[config.mk]
export PLATFORM = sky130hd
export DESIGN_NAME = gtg_cell
export DESIGN_NICKNAME = d
export VERILOG_FILES = /design/src/rtl/gtg_pkg.sv /design/src/rtl/gtg_cell.sv
export SDC_FILE = /design/constraint.sdc
export NUM_CORES = 1
export LEC_CHECK = 0
export ABC_AREA = 1
export BUFFER_PORTS_ARGS = -buffer_cell sky130_fd_sc_hd__clkbuf_2
export CORE_UTILIZATION = 58
export CTS_BUF_LIST = sky130_fd_sc_hd__clkbuf_4
export CTS_CLUSTER_DIAMETER = 120
export CTS_CLUSTER_SIZE = 12
export DETAILED_ROUTE_END_ITERATION = 6
export PLACE_DENSITY = 0.9
export SYNTH_ARGS = -nofsm -noshare
export SYNTH_HDL_FRONTEND = slang
export SYNTH_SLANG_ARGS = --single-unit
[constraint.sdc]
create_clock -name clock -period 15 [get_ports clock]
set_clock_uncertainty 0.05 [all_clocks]
set_input_delay 1.5 -clock clock [delete_from_list [all_inputs] [get_ports clock]]
set_output_delay 1.5 -clock clock [all_outputs]
set_load 0.1 [all_outputs]
[src/rtl/gtg_pkg.sv]
// ----------------------------------------------------------------------------
// gtg_pkg
// Widths, constants, tables and types shared by the go-to-goal controller.
// ----------------------------------------------------------------------------
package gtg_pkg;

   localparam int FRAC_BITS    = 12;
   localparam int CORDIC_STEPS = 16;

   localparam int IN_W     = 16;
   localparam int HEAD_W   = 15;
   localparam int RATE_W   = 15;
   localparam int CFG_W    = 16;
   localparam int D_W      = IN_W + 1;
   localparam int ROOT_W   = IN_W + 1;
   localparam int SUM_W    = 2 * ROOT_W;
   localparam int REM_W    = ROOT_W + 2;
   localparam int PRESCALE = 16;
   localparam int ANG_BITS = 30;
   localparam int CW       = D_W + PRESCALE + 3;
   localparam int ZW       = ANG_BITS + 4;
   localparam int BEAR_SHIFT = ANG_BITS - FRAC_BITS;
   localparam int BEAR_W   = ZW - BEAR_SHIFT;
   localparam int ERR_W    = ((BEAR_W > HEAD_W) ? BEAR_W : HEAD_W) + 1;
   localparam int PROD_W   = CFG_W + ROOT_W;
   localparam int TABLE_LEN = 24;
   localparam int N_CELLS  = (CORDIC_STEPS > ROOT_W) ? CORDIC_STEPS : ROOT_W;
   localparam int STEP_W   = $clog2(N_CELLS);
   localparam int CSR_INDEX_W = 2;

   localparam logic [ROOT_W-1:0] THR_DIST = ROOT_W'(((4 << FRAC_BITS) + 5) / 10);
   localparam logic [ERR_W-1:0]  THR_ANG  = ERR_W'(((2 << FRAC_BITS) + 5) / 10);
   localparam logic [RATE_W-1:0] RATE_MAX = {RATE_W{1'b1}};
   localparam logic [CFG_W-1:0]  CFG_RESET = CFG_W'(4096);

   localparam logic [ZW-1:0] HALF_PI_Q30 = ZW'(64'd1686629713);

   localparam logic [ZW-1:0] ATAN_Q30 [TABLE_LEN] = '{
      ZW'(64'd843314856), ZW'(64'd497837829), ZW'(64'd263043836), ZW'(64'd133525158),
      ZW'(64'd67021686),  ZW'(64'd33543515),  ZW'(64'd16775850),  ZW'(64'd8388437),
      ZW'(64'd4194282),   ZW'(64'd2097149),   ZW'(64'd1048575),   ZW'(64'd524287),
      ZW'(64'd262143),    ZW'(64'd131071),    ZW'(64'd65535),     ZW'(64'd32767),
      ZW'(64'd16383),     ZW'(64'd8191),      ZW'(64'd4095),      ZW'(64'd2047),
      ZW'(64'd1023),      ZW'(64'd511),       ZW'(64'd255),       ZW'(64'd127)
   };

   typedef enum logic [CSR_INDEX_W-1:0] {
      REG_DEST_X      = 2'd0,
      REG_DEST_Y      = 2'd1,
      REG_GAIN        = 2'd2,
      REG_SPEED_LIMIT = 2'd3
   } reg_index_type;

   typedef struct packed {
      logic signed [CW-1:0]     x;
      logic signed [CW-1:0]     y;
      logic signed [ZW-1:0]     z;
      logic        [SUM_W-1:0]  rad;
      logic        [REM_W-1:0]  rem;
      logic        [ROOT_W-1:0] root;
      logic signed [HEAD_W-1:0] heading;
   } cell_data_type;

endpackage

[src/rtl/gtg_cell.sv]
// ----------------------------------------------------------------------------
// gtg_cell
// Chain cell: one sqrt digit; below step 16 also a CORDIC vectoring step.
// ----------------------------------------------------------------------------
module gtg_cell (
   input  logic                          clock,
   input  logic                          reset,
   input  logic [gtg_pkg::STEP_W-1:0]    step,
   input  logic                          in_valid,
   input  gtg_pkg::cell_data_type        in_data,
   output logic                          ready_out,
   output logic                          out_valid,
   output gtg_pkg::cell_data_type        out_data,
   input  logic                          ready_in
);
   import gtg_pkg::*;

   logic                  valid_ff;
   cell_data_type         data_ff;
   cell_data_type         data_in;
   logic signed [CW-1:0]  xs, ys;
   logic [REM_W+1:0]      shifted;
   logic [REM_W-1:0]      trial;

   assign xs      = in_data.x >>> step;
   assign ys      = in_data.y >>> step;
   assign shifted = {in_data.rem, in_data.rad[SUM_W-1 -: 2]};
   assign trial   = {in_data.root, 2'b01};

   always_comb begin
      data_in = in_data;
      if (step < STEP_W'(CORDIC_STEPS)) begin
         if (in_data.y > 0) begin
            data_in.x = in_data.x + ys;
            data_in.y = in_data.y - xs;
            data_in.z = in_data.z + $signed(ATAN_Q30[step]);
         end else begin
            data_in.x = in_data.x - ys;
            data_in.y = in_data.y + xs;
            data_in.z = in_data.z - $signed(ATAN_Q30[step]);
         end
      end
      if (step < STEP_W'(ROOT_W)) begin
         data_in.rad = {in_data.rad[SUM_W-3:0], 2'b00};
         if (shifted >= {2'b00, trial}) begin
            data_in.rem  = REM_W'(shifted - {2'b00, trial});
            data_in.root = {in_data.root[ROOT_W-2:0], 1'b1};
         end else begin
            data_in.rem  = shifted[REM_W-1:0];
            data_in.root = {in_data.root[ROOT_W-2:0], 1'b0};
         end
      end
   end

   assign ready_out = !valid_ff || ready_in;

   always_ff @(posedge clock) begin
      if (reset) begin
         valid_ff <= 1'b0;
      end else if (ready_out) begin
         valid_ff <= in_valid;
      end
      if (ready_out && in_valid) begin
         data_ff <= data_in;
      end
   end

   assign out_valid = valid_ff;
   assign out_data  = data_ff;

endmodule

Word level (Yosys, flattened, before mapping)
Memories as Yosys holds them, arrays and structs flattened.
Index checks and enable logic that the tools add are counted.
{"block": "totals", "mem_count": 1, "rom_bits": 1088, "in_bits": 200, "ff_bits": 192, "out_inout_bits": 193, "wordCells": 34}
{"block": "op_classes", "n_mux": 6, "reduce_logical": 3, "bitwise_logic": 1, "add_sub_neg": 7, "order_cmp": 5, "shift": 2}
{"name": "(no name shown)", "depth": 32, "width": 34, "read_ports": 1, "rd_clocked_by_memory_dff": 0, "write_ports": 0, "line_no": "gtg_cell.sv:40", "source": "data_in.z = in_data.z - $signed(ATAN_Q30[step]);"}
{"operator": "106-bit 2-to-1 mux", "n": 2}
{"operator": "36-bit adder", "n": 2}
{"operator": "36-bit by 5-bit >>> shifter with 36-bit output", "n": 2}
{"operator": "36-bit subtractor", "n": 2}
{"operator": "70-bit 2-to-1 mux", "n": 1}
{"operator": "34-bit 2-to-1 mux", "n": 2}
{"operator": "36-bit by 1-bit greater-than comparator with 1-bit output, second input constant", "n": 1}
{"operator": "36-bit 2-to-1 mux", "n": 1}
{"operator": "34-bit adder", "n": 1}
{"operator": "34-bit subtractor", "n": 1}
{"operator": "21-bit by 19-bit >= comparator with 1-bit output", "n": 1}
{"operator": "19-bit subtractor", "n": 1}
{"operator": "5-bit less-than comparator, second input constant", "n": 2}
{"operator": "6-bit >= comparator, second input constant", "n": 1}
{"operator": "5-bit NOT with 6-bit output", "n": 1}
{"operator": "1-bit logical AND", "n": 1}
{"operator": "1-bit zero test", "n": 1}
{"operator": "1-bit logical OR", "n": 1}

Longest topological paths before layout
{"block": "depth", "depth_word": 7, "ltp_mapped": 38, "depth_no_buf": 36}

Least setup slack after synthesis
No wires, ideal clock.
{"block": "synth_timing", "kind": "input to register", "startpoint": "input port in_valid", "endpoint": "register data_ff (netlist bit out_data[0]) (enable)", "t_required_ns": 14.147, "setup_ns": 0.803, "slack_ns": 3.433, "n_path_buf": 0, "arrival_time_ns": 10.714, "cell_stages": 2, "path_cell_list": "inv_1 > a21oi_1"}
{"block": "synth_between", "elab_chain_len": 1}
{"element": "start: declaration", "line_no": "gtg_cell.sv:9", "source": "input logic in_valid,"}
{"element": "1-bit logical AND", "line_no": "gtg_cell.sv:63", "source": "if (ready_out && in_valid) begin"}
{"element": "end signal: assignment", "line_no": "gtg_cell.sv:64", "source": "data_ff <= data_in;"}
{"element": "end: declaration", "line_no": "gtg_cell.sv:19", "source": "cell_data_type data_ff;"}
No other way between the ends.
A chain may end at the register's enable or synchronous reset.

==> impl_metrics.env <==
export IMPL_dieArea_um2=38400
export IMPL_crit_slowest_cell="nor2_2"
export IMPL_use_met2_pct=62.5
export IMPL_fin_ws_ns=7.80
export IMPL_cp_common_cell="o21ai_0"
export IMPL_required_ns=15.35
export IMPL_cts_sinks=192
export IMPL_synth_area_um2=21800
export IMPL_numCtsBuffers=17
export IMPL_fin_crit_ns=7.20
export IMPL_antenna_found_initial=9
export IMPL_initial_utilization_pct=59.3
export IMPL_tightest_slew_ns=1.07
export IMPL_clkSlewWorstSetupHoldPaths_ns=0.19
export IMPL_synth_area_top_cells="edfxtp_1 26%, nand2_1 18%, nand3_1 9.6%"
export IMPL_grt_max_degree=92
export IMPL_path_class="in -> reg"
export IMPL_ys_async_sr_fraction_pct=0
export IMPL_fin_nets=4024
export IMPL_max_slew_margin_pct=28.5
export IMPL_critPathLaunchType="primary input"
export IMPL_post_place_ws_ns=7.40
export IMPL_ys_ff_latch=192
export IMPL_hold_start="out_valid"
export IMPL_regArea_um2=5760
export IMPL_rsz0062_at_grt="false"
export IMPL_synth_top_cell_area_share_pct=26.3
export IMPL_drc=2
export IMPL_peakVddDrop_mv=0.0604
export IMPL_hpwl_mm=58.7
export IMPL_grt_pass1_wl_mm=113
export IMPL_core_region_area_um2=36900
export IMPL_power_density_nw_per_um2=97.6
export IMPL_grt_busiest_layer="met2"
export IMPL_post_route_period_util_pct=48.0
export IMPL_synth_top_flop_cell="edfxtp_1"
export IMPL_slowest_delay_ns=0.97
export IMPL_clock_root_buffer="clkbuf_4"
export IMPL_hold_violations=0
export IMPL_status="finished, violations left"
export IMPL_synth_xor_area_share_pct=4.17
export IMPL_maxCapViolCount=0
export IMPL_synthToLayoutAreaGrowth_pct=11.2
export IMPL_first_iter_violations=2568
export IMPL_via_per_inst=5.85
export IMPL_setup_violations=0
export IMPL_die_w_um=196
export IMPL_port_buffers=392
export IMPL_h_tree_depth=4
export IMPL_multi_input_area_um2=14100
export IMPL_grt_usage_pct=37.1
export IMPL_yosys_top_cells_count="1,040 x nand2_1, 418 x nand3_1, 366 x inv_1"
export IMPL_syn_inst=3389
export IMPL_synth_area_per_cell_um2=6.45
export IMPL_finalWeightedCongestion=1.02
export IMPL_cts_resized=0
export IMPL_grt_use_met3_pct=6.17
export IMPL_r2r_start="out_valid"
export IMPL_synth_fa_ha_area_share_pct=7.95
export IMPL_hold_worst_slack_ns=0.502
export IMPL_p_leak_uw=0.0123
export IMPL_dr_pass1_iters=7
export IMPL_hold_path_class="reg -> reg"
export IMPL_drive_gt1_share_pct=15.3
export IMPL_cp_arrival_ns=7.54
export IMPL_synth_simple_gate_area_share_pct=36.8
export IMPL_fmax_mhz=139
export IMPL_num_io_pins=393
export IMPL_ctsHoldBuffers=0
export IMPL_p_total_uw=2370
export IMPL_die_h_um=196
export IMPL_met1_usage_pct=45.8
export IMPL_synth_top_family_by_area="simple AND/OR/NAND/NOR gates"
export IMPL_drt_total_wl_mm=73.6
export IMPL_tns_ns=0
export IMPL_yosysTopAreaCell="edfxtp_1"
export IMPL_synth_edf_count=191
export IMPL_end_kind="register"
export IMPL_final_max_slew_viol_count=0
export IMPL_synth_cell_types=56
export IMPL_clk_latency_ns=0.66
export IMPL_nFillCells=3468
export IMPL_cts_max_path_buffers=2
export IMPL_crit_path_max_fanout=44
export IMPL_ant_nets=0
export IMPL_routedWlPerCell_um=17.5
export IMPL_path_cells="clkbuf_2, inv_2, nor2_2, nand2_1, nand3_1, inv_1, ha_1, a31oi_1, xnor2_1, inv_1, ha_1, inv_1, o21ai_0, nor2_1, o21ai_0, a21oi_1, o21ai_0, a21oi_1, or2_2, nand3_1, o21ai_0"
export IMPL_row_count=70
export IMPL_cts_setup_buffers=0
export IMPL_ys_seq_area_share_pct=26.3
export IMPL_violations="design-rule violations"
export IMPL_ys_warn_count=0
export IMPL_via_count=24639
export IMPL_synth_compound_area_share_pct=15.3
export IMPL_synth_nets=3726
export IMPL_overflow=0
export IMPL_first_global_vias=21732
export IMPL_cts_tree="done"
export IMPL_synth_mux_area_share_pct=0.0458
export IMPL_crit_start="step[3]"
export IMPL_synth_most_common_cell="nand2_1"
==> where the power goes <==
group	internal, uW	switching [uW]	leakage, uW
Combinational	354	1030	0.0103
Sequential	664	17.7	0.00187
Clock	83.1	228	0.000166
==> cells in the final DEF (no fill, tap or decap), types with 12 or more instances in the layout <==
| cell type | count |
|---|---|
| clkbuf_2 | 390 |
| a21boi_0 | 14 |
| xor2_1 | 64 |
| nand3_1 | 418 |
| nand2_1 | 1039 |
| o31ai_1 | 13 |
| nand4_1 | 32 |
| ha_1 | 134 |
| edfxtp_1 | 191 |
| o211ai_1 | 25 |
| xnor2_1 | 40 |
| inv_1 | 366 |
| nor3_1 | 18 |
| a21o_1 | 20 |
| clkbuf_4 | 18 |
| nand2_2 | 12 |
| or2_2 | 61 |
| o21ai_0 | 216 |
| nor4_1 | 15 |
| buf_4 | 18 |
| a21oi_1 | 180 |
| nor2_1 | 229 |
| a31oi_1 | 44 |
| o21ai_1 | 14 |
==> stage by stage <==
step / cell area (um2) / util [%] / instances
finish: 24300 / 65.9 / 4211
floorplan: 21800 / - / 3389
global placement: 24000 / 65.0 / 4172
global route: 24300 / 65.9 / 4211
detailed placement: 24000 / 65.0 / 4172
CTS: 24300 / 65.8 / 4204
==> layout make-up <==
type	instances	area share (%)
sequential	192	23.7
tap	504	2.60
antenna	7	0.0721
multi-input combinational	2690	57.9
inverter	378	5.85
timing repair buffer	408	8.59
clock buffer	18	0.556
clock inverter	14	0.752
==> routing by layer <==
layer,up-vias,wire length [um]
li1,11964,-
met1,11110,28900
met2,1335,34600
met3,226,6350
met4,4,3840
met5,-,25
==> flip-flops by register name, indices dropped and copies added (netlist names) <==
| name | count |
|---|---|
| out_data | 191 |
| out_valid | 1 |
==> cells by family after synthesis <==
| logic type | after synthesis |
|---|---|
| xor+xnor | 104 |
| flops | 192 |
| fa+ha+maj | 137 |
| simple gates | 1863 |
| mux | 1 |
| buf+inv | 507 |
| compound gates | 585 |
==> path summary, 6_finish.rpt <==
path	to	slack, ns	depth (start not counted)
hold reg to reg	out_valid	0.50	2
setup / recovery	out_data[144]	7.80	21
setup reg to reg	out_data[134]	12.55	3
hold / removal	out_valid	0.50	2
==> critical path, delay by kind of cell <==
family / cells / cell delay [ns]
AO/OA/AOI/OAI: 7 / 2.02
adder cells (fa/ha/maj): 2 / 0.56
buffers and inverters: 5 / 1.55
AND/OR/NAND/NOR: 6 / 1.71
XOR/XNOR: 1 / 0.18
(Power assumes the default switching activity.)
