===== src/rtl/gtg_pkg.sv =====
// ----------------------------------------------------------------------------
// gtg_pkg
// Widths, constants, tables and types shared by the go-to-goal controller.
// ----------------------------------------------------------------------------
package gtg_pkg;

   localparam int FRAC_BITS    = 12;
   localparam int CORDIC_STEPS = 16;

   localparam int IN_W     = 16;
   localparam int HEAD_W   = 15;
   localparam int RATE_W   = 15;
   localparam int CFG_W    = 16;
   localparam int D_W      = IN_W + 1;
   localparam int ROOT_W   = IN_W + 1;
   localparam int SUM_W    = 2 * ROOT_W;
   localparam int REM_W    = ROOT_W + 2;
   localparam int PRESCALE = 16;
   localparam int ANG_BITS = 30;
   localparam int CW       = D_W + PRESCALE + 3;
   localparam int ZW       = ANG_BITS + 4;
   localparam int BEAR_SHIFT = ANG_BITS - FRAC_BITS;
   localparam int BEAR_W   = ZW - BEAR_SHIFT;
   localparam int ERR_W    = ((BEAR_W > HEAD_W) ? BEAR_W : HEAD_W) + 1;
   localparam int PROD_W   = CFG_W + ROOT_W;
   localparam int TABLE_LEN = 24;
   localparam int N_CELLS  = (CORDIC_STEPS > ROOT_W) ? CORDIC_STEPS : ROOT_W;
   localparam int STEP_W   = $clog2(N_CELLS);
   localparam int CSR_INDEX_W = 2;

   localparam logic [ROOT_W-1:0] THR_DIST = ROOT_W'(((4 << FRAC_BITS) + 5) / 10);
   localparam logic [ERR_W-1:0]  THR_ANG  = ERR_W'(((2 << FRAC_BITS) + 5) / 10);
   localparam logic [RATE_W-1:0] RATE_MAX = {RATE_W{1'b1}};
   localparam logic [CFG_W-1:0]  CFG_RESET = CFG_W'(4096);

   localparam logic [ZW-1:0] HALF_PI_Q30 = ZW'(64'd1686629713);

   localparam logic [ZW-1:0] ATAN_Q30 [TABLE_LEN] = '{
      ZW'(64'd843314856), ZW'(64'd497837829), ZW'(64'd263043836), ZW'(64'd133525158),
      ZW'(64'd67021686),  ZW'(64'd33543515),  ZW'(64'd16775850),  ZW'(64'd8388437),
      ZW'(64'd4194282),   ZW'(64'd2097149),   ZW'(64'd1048575),   ZW'(64'd524287),
      ZW'(64'd262143),    ZW'(64'd131071),    ZW'(64'd65535),     ZW'(64'd32767),
      ZW'(64'd16383),     ZW'(64'd8191),      ZW'(64'd4095),      ZW'(64'd2047),
      ZW'(64'd1023),      ZW'(64'd511),       ZW'(64'd255),       ZW'(64'd127)
   };

   typedef enum logic [CSR_INDEX_W-1:0] {
      REG_DEST_X      = 2'd0,
      REG_DEST_Y      = 2'd1,
      REG_GAIN        = 2'd2,
      REG_SPEED_LIMIT = 2'd3
   } reg_index_type;

   typedef struct packed {
      logic signed [CW-1:0]     x;
      logic signed [CW-1:0]     y;
      logic signed [ZW-1:0]     z;
      logic        [SUM_W-1:0]  rad;
      logic        [REM_W-1:0]  rem;
      logic        [ROOT_W-1:0] root;
      logic signed [HEAD_W-1:0] heading;
   } cell_data_type;

endpackage


===== src/rtl/gtg_out.sv =====
// ----------------------------------------------------------------------------
// gtg_out
// Angle error, command decision, speed product and clamped output register.
// ----------------------------------------------------------------------------
module gtg_out (
   input  logic                          clock,
   input  logic                          reset,
   input  logic                          in_valid,
   input  gtg_pkg::cell_data_type        in_data,
   output logic                          ready_out,
   input  logic [gtg_pkg::CFG_W-1:0]     gain,
   input  logic [gtg_pkg::CFG_W-1:0]     speed_limit,
   output logic                          rsp_valid,
   input  logic                          rsp_stall,
   output logic [gtg_pkg::IN_W-1:0]      linear_speed,
   output logic [gtg_pkg::RATE_W-1:0]    angular_rate
);
   import gtg_pkg::*;

   logic signed [ZW-1:0]     z_round;
   logic signed [BEAR_W-1:0] bearing;
   logic signed [ERR_W-1:0]  err;
   logic [ERR_W-1:0]         abs_err;
   logic                     motion, turn_in, fwd_in;
   logic [RATE_W-1:0]        rate_in;
   logic [PROD_W-1:0]        prod_in;

   logic                     c_valid_ff, turn_ff, fwd_ff;
   logic [RATE_W-1:0]        rate_ff;
   logic [PROD_W-1:0]        prod_ff;

   logic [PROD_W-1:0]        scaled;
   logic [IN_W-1:0]          speed_in;
   logic [RATE_W-1:0]        rate_out_in;

   logic                     rsp_valid_ff;
   logic [IN_W-1:0]          speed_ff;
   logic [RATE_W-1:0]        rate_out_ff;

   logic                     ready_c, ready_d;

   assign z_round = in_data.z + $signed(ZW'(1) <<< (BEAR_SHIFT - 1));
   assign bearing = z_round[ZW-1:BEAR_SHIFT];
   assign err     = ERR_W'(bearing) - ERR_W'(in_data.heading);
   assign abs_err = (err < 0) ? ERR_W'(-err) : ERR_W'(err);
   assign motion  = in_data.root > THR_DIST;
   assign turn_in = motion && (abs_err > THR_ANG);
   assign fwd_in  = motion && !(abs_err > THR_ANG);
   assign rate_in = (abs_err > ERR_W'(RATE_MAX)) ? RATE_MAX : abs_err[RATE_W-1:0];
   assign prod_in = PROD_W'(gain) * PROD_W'(in_data.root);

   assign ready_d   = !rsp_valid_ff || !rsp_stall;
   assign ready_c   = !c_valid_ff || ready_d;
   assign ready_out = ready_c;

   always_ff @(posedge clock) begin
      if (reset) begin
         c_valid_ff <= 1'b0;
      end else if (ready_c) begin
         c_valid_ff <= in_valid;
      end
      if (ready_c && in_valid) begin
         turn_ff <= turn_in;
         fwd_ff  <= fwd_in;
         rate_ff <= rate_in;
         prod_ff <= prod_in;
      end
   end

   assign scaled = prod_ff >> FRAC_BITS;

   always_comb begin
      speed_in    = '0;
      rate_out_in = '0;
      if (fwd_ff) begin
         speed_in = (scaled > PROD_W'(speed_limit)) ? speed_limit : scaled[IN_W-1:0];
      end
      if (turn_ff) begin
         rate_out_in = rate_ff;
      end
   end

   always_ff @(posedge clock) begin
      if (reset) begin
         rsp_valid_ff <= 1'b0;
      end else if (ready_d) begin
         rsp_valid_ff <= c_valid_ff;
      end
      if (ready_d && c_valid_ff) begin
         speed_ff    <= speed_in;
         rate_out_ff <= rate_out_in;
      end
   end

   assign rsp_valid    = rsp_valid_ff;
   assign linear_speed = speed_ff;
   assign angular_rate = rate_out_ff;

endmodule


===== config.mk =====
export PLATFORM = sky130hd
export DESIGN_NAME = gtg_out
export DESIGN_NICKNAME = d
export VERILOG_FILES = /design/src/rtl/gtg_pkg.sv /design/src/rtl/gtg_out.sv
export SDC_FILE = /design/constraint.sdc
export NUM_CORES = 1
export LEC_CHECK = 0
export ABC_AREA = 0
export BUFFER_PORTS_ARGS = -buffer_cell sky130_fd_sc_hd__buf_2
export CORE_MARGIN = 4
export CORE_UTILIZATION = 50
export DETAILED_ROUTE_END_ITERATION = 7
export PLACE_DENSITY = 0.83
export SLEW_MARGIN = 20
export SYNTH_ARGS = -nofsm -noshare
export SYNTH_HDL_FRONTEND = slang
export SYNTH_SLANG_ARGS = --single-unit

===== constraint.sdc =====
create_clock -name clock -period 19.5 [get_ports clock]
set_input_delay 0.975 -clock clock [delete_from_list [all_inputs] [get_ports clock]]
set_output_delay 0.975 -clock clock [all_outputs]
set_load 0.02 [all_outputs]

-- Yosys cells after proc, flatten, opt, wreduce, memory -nomap -nowiden
Cells that the tools add are included.
- $add $sub $neg: 3
- multiply operators: 1
- order comparisons: 5
- multiplexer cells: 2
- reduce and logical (&&, ||, !) cells: 10
- operators by type and width (operator ; count):
    34-bit by 19-bit adder with 34-bit output (second input constant) ; 1
    16-bit by 17-bit multiplier with 33-bit output ; 1
    21-bit by 16-bit greater-than comparator with 1-bit output ; 1
    17-bit by 10-bit greater-than comparator with 1-bit output (second input constant) ; 1
    17-bit by 11-bit greater-than comparator with 1-bit output (second input constant) ; 1
    17-bit by 15-bit greater-than comparator with 1-bit output (second input constant) ; 1
    17-bit by 1-bit less-than comparator with 1-bit output (second input constant) ; 1
    17-bit two-way mux ; 1
    17-bit negator ; 1
    16-bit by 15-bit subtractor with 17-bit output ; 1
    16-bit two-way mux ; 1
    1-bit logical AND ; 4
    1-bit zero test ; 4
    1-bit logical OR ; 2
- bits in registers: 83
- input port bits: 227
- output and inout bits: 33
- logic and storage cells: 29

-- Logic depth before layout (Yosys ltp)
- depth in word-level cells: 7
- depth in mapped cells: 25
- mapped depth without buffers: 24

-- Least setup slack after synthesis
Ideal clock, no wire load.
- kind: input -> register
- from: input gain[9] in the netlist's numbering
- to: register prod_ff[31], data pin
- setup time: 0.262 ns
- data arrival time: 6.628 ns
- required time: 19.238 ns
- path slack: 12.610 ns
- cell stages on the path: 21
- buffers on the path: 2
- cells stage by stage: clkbuf_1 -> clkbuf_1 -> nand2_1 -> fa_1 -> inv_1 -> fa_1 -> fa_1 -> fa_1 -> fa_1 -> inv_1 -> fa_1 -> inv_1 -> ha_1 -> nand4_1 -> or3_1 -> o2bb2ai_1 -> o21ai_0 -> a21boi_0 -> a31oi_1 -> o21bai_1 -> xor2_1
- cells in the longest elaborated chain, start to end: 1
- RTL lines (element ; line ; RTL):
    start, declared ; gtg_out.sv:11 ; input logic [gtg_pkg::CFG_W-1:0] gain,
    16-bit by 17-bit multiplier with 33-bit output ; gtg_out.sv:50 ; assign prod_in = PROD_W'(gain) * PROD_W'(in_data.root);
    net prod_in[31] ; gtg_out.sv:26 ; logic [PROD_W-1:0] prod_in;
    end signal, assigned ; gtg_out.sv:66 ; prod_ff <= prod_in;
    end, declared ; gtg_out.sv:30 ; logic [PROD_W-1:0] prod_ff;
The timed path passes the listed nets, and every way through them passes these cells.
A chain may end at the register's enable or synchronous reset.

-- Worst setup path after layout
- from: input in_data[20] in the netlist's numbering
- to: register prod_ff[31], data pin
- cells in the longest elaborated chain, start to end: 1
- RTL lines (element ; line ; RTL):
    start, declared ; gtg_out.sv:9 ; input gtg_pkg::cell_data_type in_data,
    16-bit by 17-bit multiplier with 33-bit output ; gtg_out.sv:50 ;
    net prod_in[31] ; gtg_out.sv:26 ;
The timed path passes the listed nets, and every way through them passes these cells.

==> results.sh <==
export IMPL_status="finished clean"
export IMPL_syn_area_per_cell_um2=9.119
export IMPL_grt_pass1_wl_um=49470
export IMPL_yosys_cell_types_count=70
export IMPL_ant_nets=0
export IMPL_cts_max_path_buffers=2
export IMPL_dieWidth_um=171.2
export IMPL_max_slew_margin_pct=43.69
export IMPL_power_leakage_uw=0.007070
export IMPL_critPathBufInv=5
export IMPL_dr_pass1_iters=5
export IMPL_finalHoldViolCount=0
export IMPL_cp_slowest_stage_delay_ns=0.55
export IMPL_synth_ff_type="edfxtp_1"
export IMPL_muxShareOfSynthArea_pct=0.07513
export IMPL_crit_type="primary input to register"
export IMPL_synth_seq_cells=71
export IMPL_coreArea_mm2=0.02613
export IMPL_start_util_pct=50.98
export IMPL_seq_area_frac_synth_pct=15.85
export IMPL_port_buffers=117
export IMPL_cts_tree="done"
export IMPL_mostFrequentLayoutCell="inv_1"
export IMPL_r2r_end="linear_speed[13]"
export IMPL_place_congestion=0.9211
export IMPL_cts_root_buf="clkbuf_16"
export IMPL_start_kind="primary input"
export IMPL_met2_usage_pct=36.63
export IMPL_drc_errors=0
export IMPL_setup_ws_ns=12.26
export IMPL_synth_nets=2032
export IMPL_antenna_found_initial=0
export IMPL_grt_ovfl_total=0
export IMPL_grt_use_total_pct=20.61
export IMPL_final_cell_mix="inv_1 (288), fa_1 (208), nand2_1 (173), and2_1 (150), ha_1 (136)"
export IMPL_drt_total_wl_um=29680
export IMPL_hpwlAfterDp_um=23380
export IMPL_crit_end="prod_ff[31]"
export IMPL_syn_cell_area_mm2=0.01332
export IMPL_synth_xor_area_share_pct=3.606
export IMPL_hold_path_class="register to register"
export IMPL_reg2reg_depth=11
export IMPL_critical_path_startpoint="in_data[20]"
export IMPL_htree_levels=3
export IMPL_worst_setup_path_end_kind="register"
export IMPL_crit_path_frequent_cell="fa_1"
export IMPL_yosys_warnings=0
export IMPL_dieArea_mm2=0.02932
export IMPL_worstSkewPairLatency_ns=0.33
export IMPL_grt_use_met3_pct=2.252
export IMPL_maxCapViolCount=0
export IMPL_cp_required_ns=19.57
export IMPL_worstMarginPinSlew_ns=0.8234
export IMPL_finalMaxSlewViolations=0
export IMPL_crit_chain="buf_2 > and2_1 > fa_1 > inv_1 > fa_1 > fa_1 > fa_1 > inv_1 > fa_1 > inv_1 > fa_1 > inv_1 > ha_1 > nand4_1 > or2_2 > o22a_1 > o2bb2ai_1 > o21ai_0 > a21boi_0 > a31oi_1 > o21bai_1 > xor2_1"
export IMPL_area_delta_synth_final_pct=8.396
export IMPL_grt_pass1_vias=10550
export IMPL_dp_slack_ns=11.92
export IMPL_clock_sinks=71
export IMPL_async_flop_share_pct=0
export IMPL_timing_fmax_ghz=0.1381
export IMPL_grt_use_met1_pct=26.99
export IMPL_top_usage_layer="met2"
export IMPL_reg2reg_slack_ns=16.34
export IMPL_diodes=0
export IMPL_fp_dieH_um=171.2
export IMPL_post_route_min_period_ns=7.239
export IMPL_fin_nets=2112
export IMPL_postCtsSetupRepairBufs=0
export IMPL_crit_slowest_cell="fa_1"
export IMPL_post_route_period_util_pct=37.12
export IMPL_yosys_area_share_simple_pct=18.47
export IMPL_whs_ns=0.5143
export IMPL_drt_iter0_drc=607
export IMPL_cts_hold_buf=0
export IMPL_p_per_area_mw_per_mm2=147.5
export IMPL_crit_arrival_ns=7.31
export IMPL_path_depth=22
export IMPL_synth_compound_area_share_pct=8.405
export IMPL_synth_top_family_by_area="adder cells"
export IMPL_grt_max_degree=39
export IMPL_rows=59
export IMPL_rsz0062_at_grt="no"
export IMPL_postCtsResizedCells=0
export IMPL_synth_edf_count=69
export IMPL_detail_route_vias_per_cell=5.487
export IMPL_io_pins=260
export IMPL_skew_ns=0.006941
export IMPL_setup_viol=0
export IMPL_ir_drop_v=0.0001734
export IMPL_synthCells=1461
export IMPL_wl_per_cell_um=15.78
export IMPL_clkTransAtPathRegs_ns=0.06
export IMPL_via_count=10320
export IMPL_setup_tns_ns=0
export IMPL_synth_fa_ha_area_share_pct=44.03
export IMPL_drive_gt1_share_pct=9.832
export IMPL_reg2reg_from="prod_ff[13]"
export IMPL_cts_buffers=9
export IMPL_critPathTopFamily="adder cells"
export IMPL_critPathMaxFanout=17
==> worst min path at each step <==
stage	start	endpoint	cells past startpoint
after floorplan	c_valid_ff	rsp_valid	2
after global placement	c_valid_ff	rsp_valid	2
after global routing	rate_ff[2]	angular_rate[2]	1
after CTS	c_valid_ff	rsp_valid	2
after detailed placement	c_valid_ff	rsp_valid	2
final	c_valid_ff	rsp_valid	2
==> cell type report <==
cell class                 count  area (um^2)
fill                        2302        11690
clock buffer                   9        225.2
tap                          335        419.2
multi-input combinational   1052         9942
inverter                     288         1081
clock inverter                 7        63.81
sequential                    71         2112
timing repair buffer         119        598.1
==> synthesized netlist by cell type, drive strengths merged, types with 7 or more instances <==
library cell | number | area (um^2)
a31oi | 10 | 62.56
fa | 208 | 4164
o21ai | 43 | 215.2
o21a | 15 | 112.6
and2 | 152 | 953.4
nor2 | 49 | 183.9
inv | 288 | 1081
nor3 | 21 | 127.6
xor2 | 16 | 140.1
clkbuf | 45 | 168.9
nor2b | 7 | 51.30
edfxtp | 69 | 2072
ha | 136 | 1702
a21o | 15 | 112.6
a21oi | 44 | 220.2
xnor2 | 38 | 340.3
nand3 | 17 | 85.08
or3 | 18 | 112.6
nand4 | 12 | 75.07
nand2 | 175 | 661.9
==> tightest hold or removal path, cell delays in order, from the launching register on <==
cell and delay (ns):
dfxtp_1 0.35, a21oi_1 0.05, nor2_1 0.07
==> cell families (layout without fill, tap and decap cells) <==
| family | Yosys count | after routing |
|---|---|---|
| AND/OR/NAND/NOR | 481 | 481 |
| flip-flops | 71 | 71 |
| AO/OA/AOI/OAI | 172 | 172 |
| buffers and inverters | 338 | 423 |
| multiplexers | 1 | 1 |
| adder cells (fa/ha/maj) | 344 | 344 |
| XOR/XNOR | 54 | 54 |
==> per-stage QoR <==
stage | util [%] | cells | instance area [um^2] | power, uW
global route | 55.26 | 1881 | 14440 | 2378
finish | 55.26 | 1881 | 14440 | 2130
floorplan | - | 1461 | 13320 | 1594
CTS | 55.24 | 1880 | 14440 | 2160
global placement | 54.14 | 1864 | 14150 | 1922
detailed placement | 54.14 | 1864 | 14150 | 1988
==> per-layer routing <==
metal	part of all wire (%)	wire length [um]
met1	40	11880
met2	51	15140
met3	6.5	1939
met5	0	0
met4	2.4	724
==> sequential cells by signal, indices dropped and copies added (netlist names) <==
name,flops
rate_ff,15
c_valid_ff,1
rsp_valid,1
angular_rate,15
turn_ff,1
linear_speed,16
fwd_ff,1
prod_ff,21
==> power breakdown <==
part	internal, uW	leakage (uW)	switching (uW)
Clock	89.0	0.000136	67.7
Combinational	724	0.00627	943
Sequential	293	0.000665	13.8
Total	1110	0.00707	1020
Note: power is estimated with default switching activity, not from simulation.
